===== config.mk =====
export PLATFORM = sky130hd
export DESIGN_NAME = bitmap_block_run_allocator
export DESIGN_NICKNAME = d
export VERILOG_FILES = /design/src/rtl/bbra_pkg.sv /design/src/rtl/bbra_ctrl.sv /design/src/rtl/bbra_dpath.sv /design/src/rtl/bitmap_block_run_allocator.sv
export SDC_FILE = /design/constraint.sdc
export NUM_CORES = 1
export LEC_CHECK = 0
export BUFFER_PORTS_ARGS = -buffer_cell sky130_fd_sc_hd__clkbuf_2
export CAP_MARGIN = 20
export CORE_MARGIN = 2
export CORE_UTILIZATION = 30
export CTS_BUF_LIST = sky130_fd_sc_hd__clkbuf_8
export DETAILED_ROUTE_END_ITERATION = 6
export PLACE_DENSITY = 0.52
export SLEW_MARGIN = 30
export SYNTH_ARGS = -nofsm -noshare
export SYNTH_HDL_FRONTEND = slang
export SYNTH_SLANG_ARGS = --single-unit

===== constraint.sdc =====
create_clock -name clk_i -period 4.25 [get_ports clk_i]
set_input_delay 0.425 -clock clk_i [delete_from_list [all_inputs] [get_ports clk_i]]
set_output_delay 0.425 -clock clk_i [all_outputs]
set_load 0.02 [all_outputs]

===== src/rtl/bbra_pkg.sv =====
`default_nettype none
// ----------------------------------------------------------------------------
// bbra_pkg
// Shared codes and controller/datapath interface types for the block run
// allocator.
// ----------------------------------------------------------------------------
package bbra_pkg;

  localparam int unsigned StatusWidth = 2;

  localparam logic [StatusWidth-1:0] ST_OK    = 2'd0;
  localparam logic [StatusWidth-1:0] ST_INDEX = 2'd1;
  localparam logic [StatusWidth-1:0] ST_START = 2'd2;
  localparam logic [StatusWidth-1:0] ST_SHORT = 2'd3;

  localparam logic REQ_MARK  = 1'b0;
  localparam logic REQ_ALLOC = 1'b1;

  typedef struct packed {
    logic                   clear;
    logic                   latch;
    logic                   mark_idx;
    logic                   rd_start;
    logic                   scan_init;
    logic                   scan;
    logic                   emit_final;
    logic [StatusWidth-1:0] final_status;
  } cmd_t;

  typedef struct packed {
    logic clr_last;
    logic idx_bad;
    logic start_bad;
    logic scan_done;
    logic slot_free;
    logic cnt_eq_len;
  } sts_t;

endpackage
`default_nettype wire


===== src/rtl/bbra_ctrl.sv =====
`default_nettype none
// ----------------------------------------------------------------------------
// bbra_ctrl
// Sequencer for the allocator: clearing pass, mark, index claim, start check,
// scan and final status.
// ----------------------------------------------------------------------------
module bbra_ctrl (
  input  wire logic          clk_i,
  input  wire logic          rst_ni,
  input  wire logic          req_valid_i,
  output logic               req_ready_o,
  input  wire logic          req_type_i,
  input  wire bbra_pkg::sts_t sts_i,
  output bbra_pkg::cmd_t     cmd_o
);

  typedef enum logic [10:0] {
    S_CLEAR    = 11'b000_0000_0001,
    S_IDLE     = 11'b000_0000_0010,
    S_MARK     = 11'b000_0000_0100,
    S_IDX_RD   = 11'b000_0000_1000,
    S_IDX_CHK  = 11'b000_0001_0000,
    S_ST_RD    = 11'b000_0010_0000,
    S_ST_CHK   = 11'b000_0100_0000,
    S_SCAN     = 11'b000_1000_0000,
    S_FIN_IDX  = 11'b001_0000_0000,
    S_FIN_ST   = 11'b010_0000_0000,
    S_FIN_SCAN = 11'b100_0000_0000
  } state_e;

  state_e state_q, state_d;

  always_comb begin
    state_d     = state_q;
    cmd_o       = '0;
    req_ready_o = 1'b0;
    unique case (state_q)
      S_CLEAR: begin
        cmd_o.clear = 1'b1;
        if (sts_i.clr_last) state_d = S_IDLE;
      end
      S_IDLE: begin
        req_ready_o = 1'b1;
        if (req_valid_i) begin
          cmd_o.latch = 1'b1;
          state_d = (req_type_i == bbra_pkg::REQ_ALLOC) ? S_IDX_RD : S_MARK;
        end
      end
      S_MARK: begin
        cmd_o.mark_idx = 1'b1;
        state_d = S_IDLE;
      end
      S_IDX_RD: begin
        state_d = S_IDX_CHK;
      end
      S_IDX_CHK: begin
        if (sts_i.idx_bad) begin
          state_d = S_FIN_IDX;
        end else begin
          cmd_o.mark_idx = 1'b1;
          state_d = S_ST_RD;
        end
      end
      S_ST_RD: begin
        cmd_o.rd_start = 1'b1;
        state_d = S_ST_CHK;
      end
      S_ST_CHK: begin
        if (sts_i.start_bad) begin
          state_d = S_FIN_ST;
        end else begin
          cmd_o.rd_start  = 1'b1;
          cmd_o.scan_init = 1'b1;
          state_d = S_SCAN;
        end
      end
      S_SCAN: begin
        cmd_o.scan = 1'b1;
        if (sts_i.scan_done) state_d = S_FIN_SCAN;
      end
      S_FIN_IDX: begin
        cmd_o.final_status = bbra_pkg::ST_INDEX;
        if (sts_i.slot_free) begin
          cmd_o.emit_final = 1'b1;
          state_d = S_IDLE;
        end
      end
      S_FIN_ST: begin
        cmd_o.final_status = bbra_pkg::ST_START;
        if (sts_i.slot_free) begin
          cmd_o.emit_final = 1'b1;
          state_d = S_IDLE;
        end
      end
      S_FIN_SCAN: begin
        cmd_o.final_status = sts_i.cnt_eq_len ? bbra_pkg::ST_OK : bbra_pkg::ST_SHORT;
        if (sts_i.slot_free) begin
          cmd_o.emit_final = 1'b1;
          state_d = S_IDLE;
        end
      end
      default: begin
        state_d = S_IDLE;
      end
    endcase
  end

  always_ff @(posedge clk_i or negedge rst_ni) begin
    if (!rst_ni) begin
      state_q <= S_CLEAR;
    end else begin
      state_q <= state_d;
    end
  end

endmodule
`default_nettype wire


===== src/rtl/bbra_dpath.sv =====
`default_nettype none
// ----------------------------------------------------------------------------
// bbra_dpath
// Occupancy bitmap memory, request registers, scan pointer and count, and
// the output register.
// ----------------------------------------------------------------------------
module bbra_dpath #(
  parameter int unsigned NUM_BLOCKS = 128,
  parameter int unsigned MAX_RUN    = 32,
  localparam int unsigned BlkW      = $clog2(NUM_BLOCKS),
  localparam int unsigned LenW      = $clog2(MAX_RUN + 1)
) (
  input  wire logic                         clk_i,
  input  wire logic                         rst_ni,
  input  wire bbra_pkg::cmd_t               cmd_i,
  output bbra_pkg::sts_t                    sts_o,
  input  wire logic [BlkW-1:0]              index_block_i,
  input  wire logic [BlkW-1:0]              start_block_i,
  input  wire logic [LenW-1:0]              run_length_i,
  output logic                              rsp_valid_o,
  input  wire logic                         rsp_ready_i,
  output logic [BlkW-1:0]                   block_number_o,
  output logic [LenW-1:0]                   position_o,
  output logic [bbra_pkg::StatusWidth-1:0]  status_o,
  output logic                              last_o
);

  localparam logic [BlkW:0]   NumBlocksW = (BlkW + 1)'(NUM_BLOCKS);
  localparam logic [BlkW-1:0] LastBlock  = BlkW'(NUM_BLOCKS - 1);
  localparam logic [LenW-1:0] MaxRunW    = LenW'(MAX_RUN);

  logic                  mem_q [NUM_BLOCKS];
  logic                  rd_data_q;
  logic [BlkW-1:0]       rd_addr;
  logic                  wr_en;
  logic [BlkW-1:0]       wr_addr;
  logic                  wr_data;

  logic [BlkW-1:0]       clr_q;
  logic [BlkW-1:0]       idx_q, start_q, pos_q, pos_d, pos_nx;
  logic [LenW-1:0]       len_q, cnt_q, cnt_d, cnt_nx;
  logic                  idx_oor, start_oor;
  logic                  take, advance;

  logic                  out_valid_q;
  logic [BlkW-1:0]       out_blk_q;
  logic [LenW-1:0]       out_pos_q;
  logic [bbra_pkg::StatusWidth-1:0] out_st_q;
  logic                  out_last_q;
  logic                  slot_free;
  logic                  load;

  assign idx_oor   = {1'b0, idx_q} >= NumBlocksW;
  assign start_oor = {1'b0, start_q} >= NumBlocksW;
  assign slot_free = !out_valid_q || rsp_ready_i;

  // scan step
  assign take    = cmd_i.scan && !rd_data_q && slot_free;
  assign advance = rd_data_q || slot_free;
  assign pos_nx  = (pos_q == LastBlock) ? '0 : pos_q + BlkW'(1);
  assign cnt_nx  = cnt_q + LenW'(take);
  assign load    = take || cmd_i.emit_final;

  always_comb begin
    pos_d = pos_q;
    cnt_d = cnt_q;
    if (cmd_i.scan_init) begin
      pos_d = start_q;
      cnt_d = '0;
    end else if (cmd_i.scan) begin
      cnt_d = cnt_nx;
      if (advance) pos_d = pos_nx;
    end
  end

  always_comb begin
    if (cmd_i.scan) begin
      rd_addr = advance ? pos_nx : pos_q;
    end else if (cmd_i.rd_start) begin
      rd_addr = start_q;
    end else begin
      rd_addr = idx_q;
    end
  end

  always_comb begin
    wr_en   = 1'b0;
    wr_addr = idx_q;
    wr_data = 1'b1;
    if (cmd_i.clear) begin
      wr_en   = 1'b1;
      wr_addr = clr_q;
      wr_data = 1'b0;
    end else if (cmd_i.mark_idx) begin
      wr_en = !idx_oor;
    end else if (take) begin
      wr_en   = 1'b1;
      wr_addr = pos_q;
    end
  end

  always_ff @(posedge clk_i) begin
    if (wr_en) mem_q[wr_addr] <= wr_data;
    rd_data_q <= mem_q[rd_addr];
  end

  always_ff @(posedge clk_i or negedge rst_ni) begin
    if (!rst_ni) begin
      clr_q       <= '0;
      out_valid_q <= 1'b0;
    end else begin
      if (cmd_i.clear) clr_q <= clr_q + BlkW'(1);
      if (load) begin
        out_valid_q <= 1'b1;
      end else if (rsp_ready_i) begin
        out_valid_q <= 1'b0;
      end
    end
  end

  always_ff @(posedge clk_i) begin
    if (cmd_i.latch) begin
      idx_q   <= index_block_i;
      start_q <= start_block_i;
      len_q   <= (run_length_i > MaxRunW) ? MaxRunW : run_length_i;
    end
    pos_q <= pos_d;
    cnt_q <= cnt_d;
    if (take) begin
      out_blk_q  <= pos_q;
      out_pos_q  <= cnt_q;
      out_st_q   <= bbra_pkg::ST_OK;
      out_last_q <= 1'b0;
    end else if (cmd_i.emit_final) begin
      out_blk_q  <= idx_q;
      out_pos_q  <= cnt_q;
      out_st_q   <= cmd_i.final_status;
      out_last_q <= 1'b1;
    end
  end

  always_comb begin
    sts_o            = '0;
    sts_o.clr_last   = clr_q == LastBlock;
    sts_o.idx_bad    = idx_oor || rd_data_q;
    sts_o.start_bad  = start_oor || rd_data_q;
    sts_o.scan_done  = advance && ((pos_nx == start_q) || (cnt_nx >= len_q));
    sts_o.slot_free  = slot_free;
    sts_o.cnt_eq_len = cnt_q == len_q;
  end

  assign rsp_valid_o    = out_valid_q;
  assign block_number_o = out_blk_q;
  // position reads zero on index and start failures
  assign position_o     = (out_last_q && out_st_q != bbra_pkg::ST_OK &&
                           out_st_q != bbra_pkg::ST_SHORT) ? '0 : out_pos_q;
  assign status_o       = out_st_q;
  assign last_o         = out_last_q;

  a_no_overwrite: assert property (@(posedge clk_i) disable iff (!rst_ni)
    (out_valid_q && !rsp_ready_i) |-> !load)
    else $error("output register overwritten while pending");

  a_scan_count: assert property (@(posedge clk_i) disable iff (!rst_ni)
    cmd_i.scan |-> (cnt_q <= len_q))
    else $error("scan count above run length");

  a_scan_write: assert property (@(posedge clk_i) disable iff (!rst_ni)
    (cmd_i.scan && wr_en) |-> (wr_addr == pos_q && wr_data && load))
    else $error("scan write without a claimed block");

endmodule
`default_nettype wire


===== src/rtl/bitmap_block_run_allocator.sv =====
`default_nettype none
// ----------------------------------------------------------------------------
// bitmap_block_run_allocator
// Occupancy bitmap with mark and indexed run allocation requests.
// ----------------------------------------------------------------------------
// Request channel (req_*): a mark request sets one block occupied and gives
// no response; an allocate request claims the index block, then scans from
// the start block with wraparound, returning one response per claimed data
// block and a final status response with last_o set.
// Response channel (rsp_*): valid/ready through an output register.
// A mark request sets its block occupied and returns to idle. An allocate
// request checks the index and start blocks, then scans (the bitmap memory
// has one read and one write port and is walked one entry a cycle unless
// the scan holds as described below), then emits the status.
// The next request is taken once the final status sits in the output
// register. While the output register holds a response that rsp_ready_i
// has not yet taken, the scan holds on the block it has found free until
// the output register can take it. After reset the bitmap memory is cleared
// one entry a cycle; req_ready_o stays low until every entry is cleared.
// ----------------------------------------------------------------------------
module bitmap_block_run_allocator #(
  parameter int unsigned NUM_BLOCKS = 128,
  parameter int unsigned MAX_RUN    = 32,
  localparam int unsigned BlkW      = $clog2(NUM_BLOCKS),
  localparam int unsigned LenW      = $clog2(MAX_RUN + 1)
) (
  input  wire logic                        clk_i,
  input  wire logic                        rst_ni,
  input  wire logic                        req_valid_i,
  output logic                             req_ready_o,
  input  wire logic                        req_type_i,
  input  wire logic [BlkW-1:0]             index_block_i,
  input  wire logic [BlkW-1:0]             start_block_i,
  input  wire logic [LenW-1:0]             run_length_i,
  output logic                             rsp_valid_o,
  input  wire logic                        rsp_ready_i,
  output logic [BlkW-1:0]                  block_number_o,
  output logic [LenW-1:0]                  position_o,
  output logic [bbra_pkg::StatusWidth-1:0] status_o,
  output logic                             last_o
);

  bbra_pkg::cmd_t cmd;
  bbra_pkg::sts_t sts;

  bbra_ctrl u_ctrl (
    .clk_i       (clk_i),
    .rst_ni      (rst_ni),
    .req_valid_i (req_valid_i),
    .req_ready_o (req_ready_o),
    .req_type_i  (req_type_i),
    .sts_i       (sts),
    .cmd_o       (cmd)
  );

  bbra_dpath #(
    .NUM_BLOCKS (NUM_BLOCKS),
    .MAX_RUN    (MAX_RUN)
  ) u_dpath (
    .clk_i          (clk_i),
    .rst_ni         (rst_ni),
    .cmd_i          (cmd),
    .sts_o          (sts),
    .index_block_i  (index_block_i),
    .start_block_i  (start_block_i),
    .run_length_i   (run_length_i),
    .rsp_valid_o    (rsp_valid_o),
    .rsp_ready_i    (rsp_ready_i),
    .block_number_o (block_number_o),
    .position_o     (position_o),
    .status_o       (status_o),
    .last_o         (last_o)
  );

endmodule
`default_nettype wire

Word level (Yosys, flattened, before mapping)
Memory sizes are Yosys's and may differ from the RTL's. A register that Yosys moved wholly into a read port is not among the register bits.
Cells that the tools add are included.
- $add $sub $neg: 3
- equality and inequality tests: 20
- magnitude comparators: 2
- mux-type cells: 43
- reduce and logical (&&, ||, !) cells: 17
- operators with widths (kind ; count):
    case mux 11 bit (8 select lines) ; 1
    two-way mux 7 bit ; 11
    two-way mux 11 bit ; 4
    two-way mux 6 bit ; 3
    two-way mux 1 bit ; 16
    adder 7 x 1 -> 7 bit, second input constant ; 2
    equality test 7 bit, second input constant ; 2
    equality test 11 x 1 -> 1 bit, second input constant ; 1
    equality test 11 x 10 -> 1 bit, second input constant ; 1
    equality test 11 bit, second input constant ; 1
    equality test 11 x 2 -> 1 bit, second input constant ; 1
    equality test 11 x 3 -> 1 bit, second input constant ; 1
    equality test 11 x 4 -> 1 bit, second input constant ; 1
    equality test 11 x 5 -> 1 bit, second input constant ; 1
    equality test 11 x 6 -> 1 bit, second input constant ; 1
    equality test 11 x 7 -> 1 bit, second input constant ; 1
    equality test 11 x 8 -> 1 bit, second input constant ; 1
    equality test 11 x 9 -> 1 bit, second input constant ; 1
    two-way mux 10 bit ; 1
    two-way mux 9 bit ; 1
    case mux 3 bit (3 select lines) ; 1
    != test 2 bit, second input constant ; 4
    nonzero test 2 bit ; 4
    equality test 7 bit ; 1
    other kinds (13) ; 23
- RAM bits: 128
- logic and storage cells: 98
- input bits: 25
- register bits after elaboration: 68
- memories kept: 1
- memory list (memory ; words ; width ; read ports ; clocked after Yosys merged registers in ; wr ports ; RTL line ; text):
    u_dpath.mem_q ; 128 ; 1 ; 1 ; 1 ; 1 ; bbra_dpath.sv:32 ; logic mem_q [NUM_BLOCKS];

Longest topological paths before layout
- depth after elaboration: 10
- mapped depth: 19
- mapped depth without buffers: 17

Hierarchy
A second synthesis with hierarchy kept.
- cells, all modules: 895
- area total of the unflattened synthesis: 9888.2 sq um
- by module, submodules not included (module ; times used ; area an instance (sq um) ; cells an instance):
    bbra_dpath ; 1 ; 9110.0 ; 817
    bbra_ctrl ; 1 ; 778.2 ; 78

Least setup slack after synthesis
OpenSTA, ideal clock, no wires.
- path type: reg2reg
- start point: reg u_ctrl.state_q[4]
- end point: reg u_ctrl.state_q[10]
- stages on the path, launching flop included: 19
- arrival time: 3.628 ns
- setup slack: 0.497 ns
- cell sequence: dfrtp_1 buf_4 nor4b_4 nand3_2 or3_1 buf_6 clkinv_2 ha_1 ha_1 ha_1 a21o_1 a21oi_1 nor2b_1 o21ai_0 nand2b_1 a221oi_1 o21ai_0 nand3_1 mux2_2
- word-level cells in the longest chain between the ends: 10
- elaborated cells on any way between the ends: 24
- RTL lines (what ; RTL line ; text):
    start: declaration ; bbra_ctrl.sv:31 ; state_e state_q, state_d;
    start signal: assignment ; bbra_ctrl.sv:112 ; state_q <= state_d;
    equality test 11 x 8 -> 1 bit ; bbra_ctrl.sv:37 ; unique case (state_q)
    two-way mux 1 bit ; bbra_ctrl.sv:37 ;
    logical AND 1 bit (2 in series) ; bbra_dpath.sv:58 ; assign take = cmd_i.scan && !rd_data_q && slot_free;
    net u_dpath.take ; bbra_dpath.sv:43 ; logic take, advance;
    adder 6 x 1 -> 6 bit ; bbra_dpath.sv:61 ; assign cnt_nx = cnt_q + LenW'(take);
    net u_dpath.cnt_nx[1] ; bbra_dpath.sv:41 ; logic [LenW-1:0] len_q, cnt_q, cnt_d, cnt_nx;
    greater-or-equal comparator 6 bit ; bbra_dpath.sv:147 ; sts_o.scan_done = advance && ((pos_nx == start_q) || (cnt_nx >= len_q));
    logical OR 1 bit ; bbra_dpath.sv:147 ;
    logical AND 1 bit ; bbra_dpath.sv:147 ;
    != test 2 bit (no line) ; n/a ;
    AND reduction 4 bit (no line) ; n/a ;
The timed path passes the listed nets, and every way through them passes these cells.
A chain may end at the register's enable or synchronous reset.

Final worst setup path
- start point: reg u_ctrl.state_q[5]
- end point: reg u_ctrl.state_q[10]
The elaborated chain is that of the path after synthesis.

==> metrics.txt <==
setup TNS=0 ns; Syn Inst Count=883; slew margin rel.=0.485; DRT Wirelength=approximately 24 mm; Yosys top cell by area=edfxtp_1; layout cell share with drive strength beyond 1=0.144; deepest clock path buffer count=2; Area after DPL=10500 µm²; NetSw=around 1.5 mW; P_leak=about 3.5 nW; Placer Congestion=between 0.7 and 0.8; final setup skew=between 0.015 and 0.02 ns; Final Hold Fails=0; power density over cell area=around 400 nW/µm²; share of power burned in registers=0.521; crit path launch type=flip-flop; first-pass GRT wire length=between 30 and 40 mm; Final min period=approximately 3.9 ns; CTS tree=built; Die ar.=~34000 µm²; initial DRC count=500; WHS=0.114 ns; fin nets=between 900 and 1000; Tightest Hold Check Type=input port to flip-flop; die span in x=roughly 180 µm; FP Rows=65; gr usage total=0.151; core area=approximately 32000 µm²; clock network fraction of design power=0.257; area grow syn2layout=12.0%; Clock Sinks=197; Critical Path Fanout Max=11; status=finished clean; syn_nets=slightly above 900; switching share of total power=0.331; Worst-Skew Late Latency=~0.49 ns; CP arrival=4.30 ns; drt via density=roughly 5; Yosys reg bits=roughly 200; grt ovf=0; Internal=2.94 mW; RSZ-0062 raised after global routing=no; Async SR Flop Fraction=0.0964; top-area cell type share of the netlist area=0.518; largest net degree at the start of global routing=73; # DRC=0; Finished Cell Area=between 10000 and 15000 µm²; hpwl dp=16.3 mm; maxcap violations=0; peak supply drop=between 0.15 and 0.2 mV; post-CTS setup buffer count=0; met1 wire length=~11 mm; Clock transition at path regs=0.10 ns; Crit Path Class=flip-flop to flip-flop; per-cell routed wire length=between 15 and 20 µm; Final Setup Violations=0; Critical Path End Type=flip-flop; PortBufs=42; overall power=4.39 mW; Synth area leaders=edfxtp_1 (52%), nor2_1 (6.2%), mux2i_1 (5.2%); Layout fillers=roughly 3300; initial antenna violation count=0; count of cell types in the netlist=70; initial cell density of the core=0.306; slew at the pin with the worst max-slew slack=about 0.77 ns; commonest non-fill, non-tap cells in the layout=edfxtp_1 (168), nor2_1 (161), nand2_1 (103), mux2i_1 (51), clkbuf_2 (42); n_diodes=0; die height=approximately 180 µm; Yosys warning count=0; Vias=approximately 6700; met2 routed WL=about 11 mm; EDFF count, synth=between 150 and 200; Max Used Layer=met4; io pins=43; count of pins over their slew limit=0; DR WL met3=between 1 and 1.5 mm; fmax=approximately 0.25 GHz; WP data required=4.61 ns; combinational share of power=0.222; final antenna-violating net count=0; Top FF cell, synth=edfxtp_1; Post-Syn Area=9740 µm²; commonest non-fill, non-tap cell in the layout=edfxtp_1; drt first pass iters=5; CTS H-tree depth=4; root buf cell=clkbuf_8; sequential cell area fraction in the yosys report=0.588; period utilisation layout=0.926; fin util=0.343; cts bufs inserted=17; Syn Area/Cell=approximately 11 µm²; vias in the first global route=~6600
==> Yosys cell counts, types with 4 or more instances <==
cell type / count
and2_1: 11
a221oi_1: 10
dfxtp_1: 10
mux2i_1: 51
nor3_1: 11
nor2_2: 12
clkbuf_1: 15
nand2b_1: 7
edfxtp_1: 168
ha_1: 11
a22oi_1: 7
o21ai_0: 16
nor2b_1: 15
a32oi_1: 5
buf_2: 19
xor2_1: 13
inv_1: 15
nand2_1: 104
xnor2_1: 20
nand4_1: 13
nand3_1: 41
dfrtp_1: 18
a21oi_1: 39
a31oi_1: 4
nor2_1: 161
o211ai_1: 5
mux2_2: 5
or3_1: 8
buf_4: 4
and3_1: 5
==> metal layers <==
layer,up-vias,GRT usage
met4,0,0.0477
met3,33,0.0292
li1,3266,-
met2,170,0.246
met1,3241,0.202
met5,-,0
==> stage by stage <==
stage                     cells  setup WS, ns
after floorplan             883         0.497
after global placement     1344         0.387
after detailed placement   1344         0.304
after CTS                  1377         0.274
after global routing       1378        0.0101
final                      1378         0.316
==> layout make-up <==
| class | count | area, µm² | area share |
|---|---|---|---|
| clock buffer | 17 | 234 | 0.0215 |
| tap | 435 | 544 | 0.0499 |
| inverter | 16 | 61.3 | 0.00562 |
| multi-input combinational | 629 | 3770 | 0.346 |
| sequential | 197 | 5720 | 0.525 |
| timing repair buffer | 69 | 448 | 0.0411 |
| clock inverter | 15 | 125 | 0.0115 |
==> power by group through the flow <==
stage	logic (mW)	registers, mW	clock network (mW)
final	0.974	2.28	1.13
after global routing	1.08	2.29	1.23
after CTS	0.969	2.28	1.16
after detailed placement	0.964	2.33	0
after global placement	0.960	2.33	0
after floorplan	0.661	2.29	0
==> critical path: stages, from the launching register on <==
cell      delay, ns
dfrtp_1        0.52
nor4b_4        0.35
nand3_2        0.11
or3_1          0.39
clkinv_2       0.13
ha_1           0.17
ha_1           0.25
ha_1           0.31
a21o_1         0.16
a21oi_1        0.13
nor2b_1        0.05
o21ai_0        0.14
nand2b_1       0.08
a221oi_1       0.29
o21ai_0        0.22
nand3_1        0.19
mux2_2         0.34
==> timing repair <==
action                                  in CTS  in global routing
endpoints found under the setup margin       0                  1
hold buffers                                 1                  0
gates resized for setup                      0                  1
hold endpoints to repair                    18                  0
==> cell families after synthesis <==
logic type	after synthesis	synth area share
buf+inv	57	0.0284
compound gates	114	0.0806
xor+xnor	33	0.0297
fa+ha+maj	11	0.0141
flops	197	0.588
mux	56	0.0582
simple gates	415	0.201
==> sequential cells by signal (all words and copies together), names as in the netlist <==
signal and cells:
u_dpath.mem_q 128, u_dpath.len_q 6, u_dpath.rd_data_q 1, u_dpath.status_o 2, u_dpath.rsp_valid_o 1, u_ctrl.state_q 11, u_dpath.last_o 1, u_dpath.start_q 7
u_dpath.idx_q 7, u_dpath.out_pos_q 6, u_dpath.pos_q 7, u_dpath.block_number_o 7, u_dpath.cnt_q 6, u_dpath.clr_q 7
==> final timing paths <==
check | start | end | slack [ns] | depth (start not counted)
min in group asynchronous | rst_ni | u_dpath.clr_q[0]$_DFFE_PN0P_ | 0.44 | 2
setup / recovery | u_ctrl.state_q[5]$_DFFE_PN0P_ | u_ctrl.state_q[10]$_DFFE_PN0P_ | 0.32 | 16
hold / removal | req_type_i | u_ctrl.state_q[2]$_DFFE_PN0P_ | 0.11 | 2
max in group asynchronous | rst_ni | u_ctrl.state_q[10]$_DFFE_PN0P_ | 3.45 | 2
hold reg to reg | u_dpath.clr_q[6]$_DFFE_PN0P_ | u_ctrl.state_q[0]$_DFFE_PN1P_ | 0.49 | 1
setup reg to reg | u_ctrl.state_q[5]$_DFFE_PN0P_ | u_ctrl.state_q[10]$_DFFE_PN0P_ | 0.32 | 16
No activity file was read; power rests on OpenSTA's default activity.
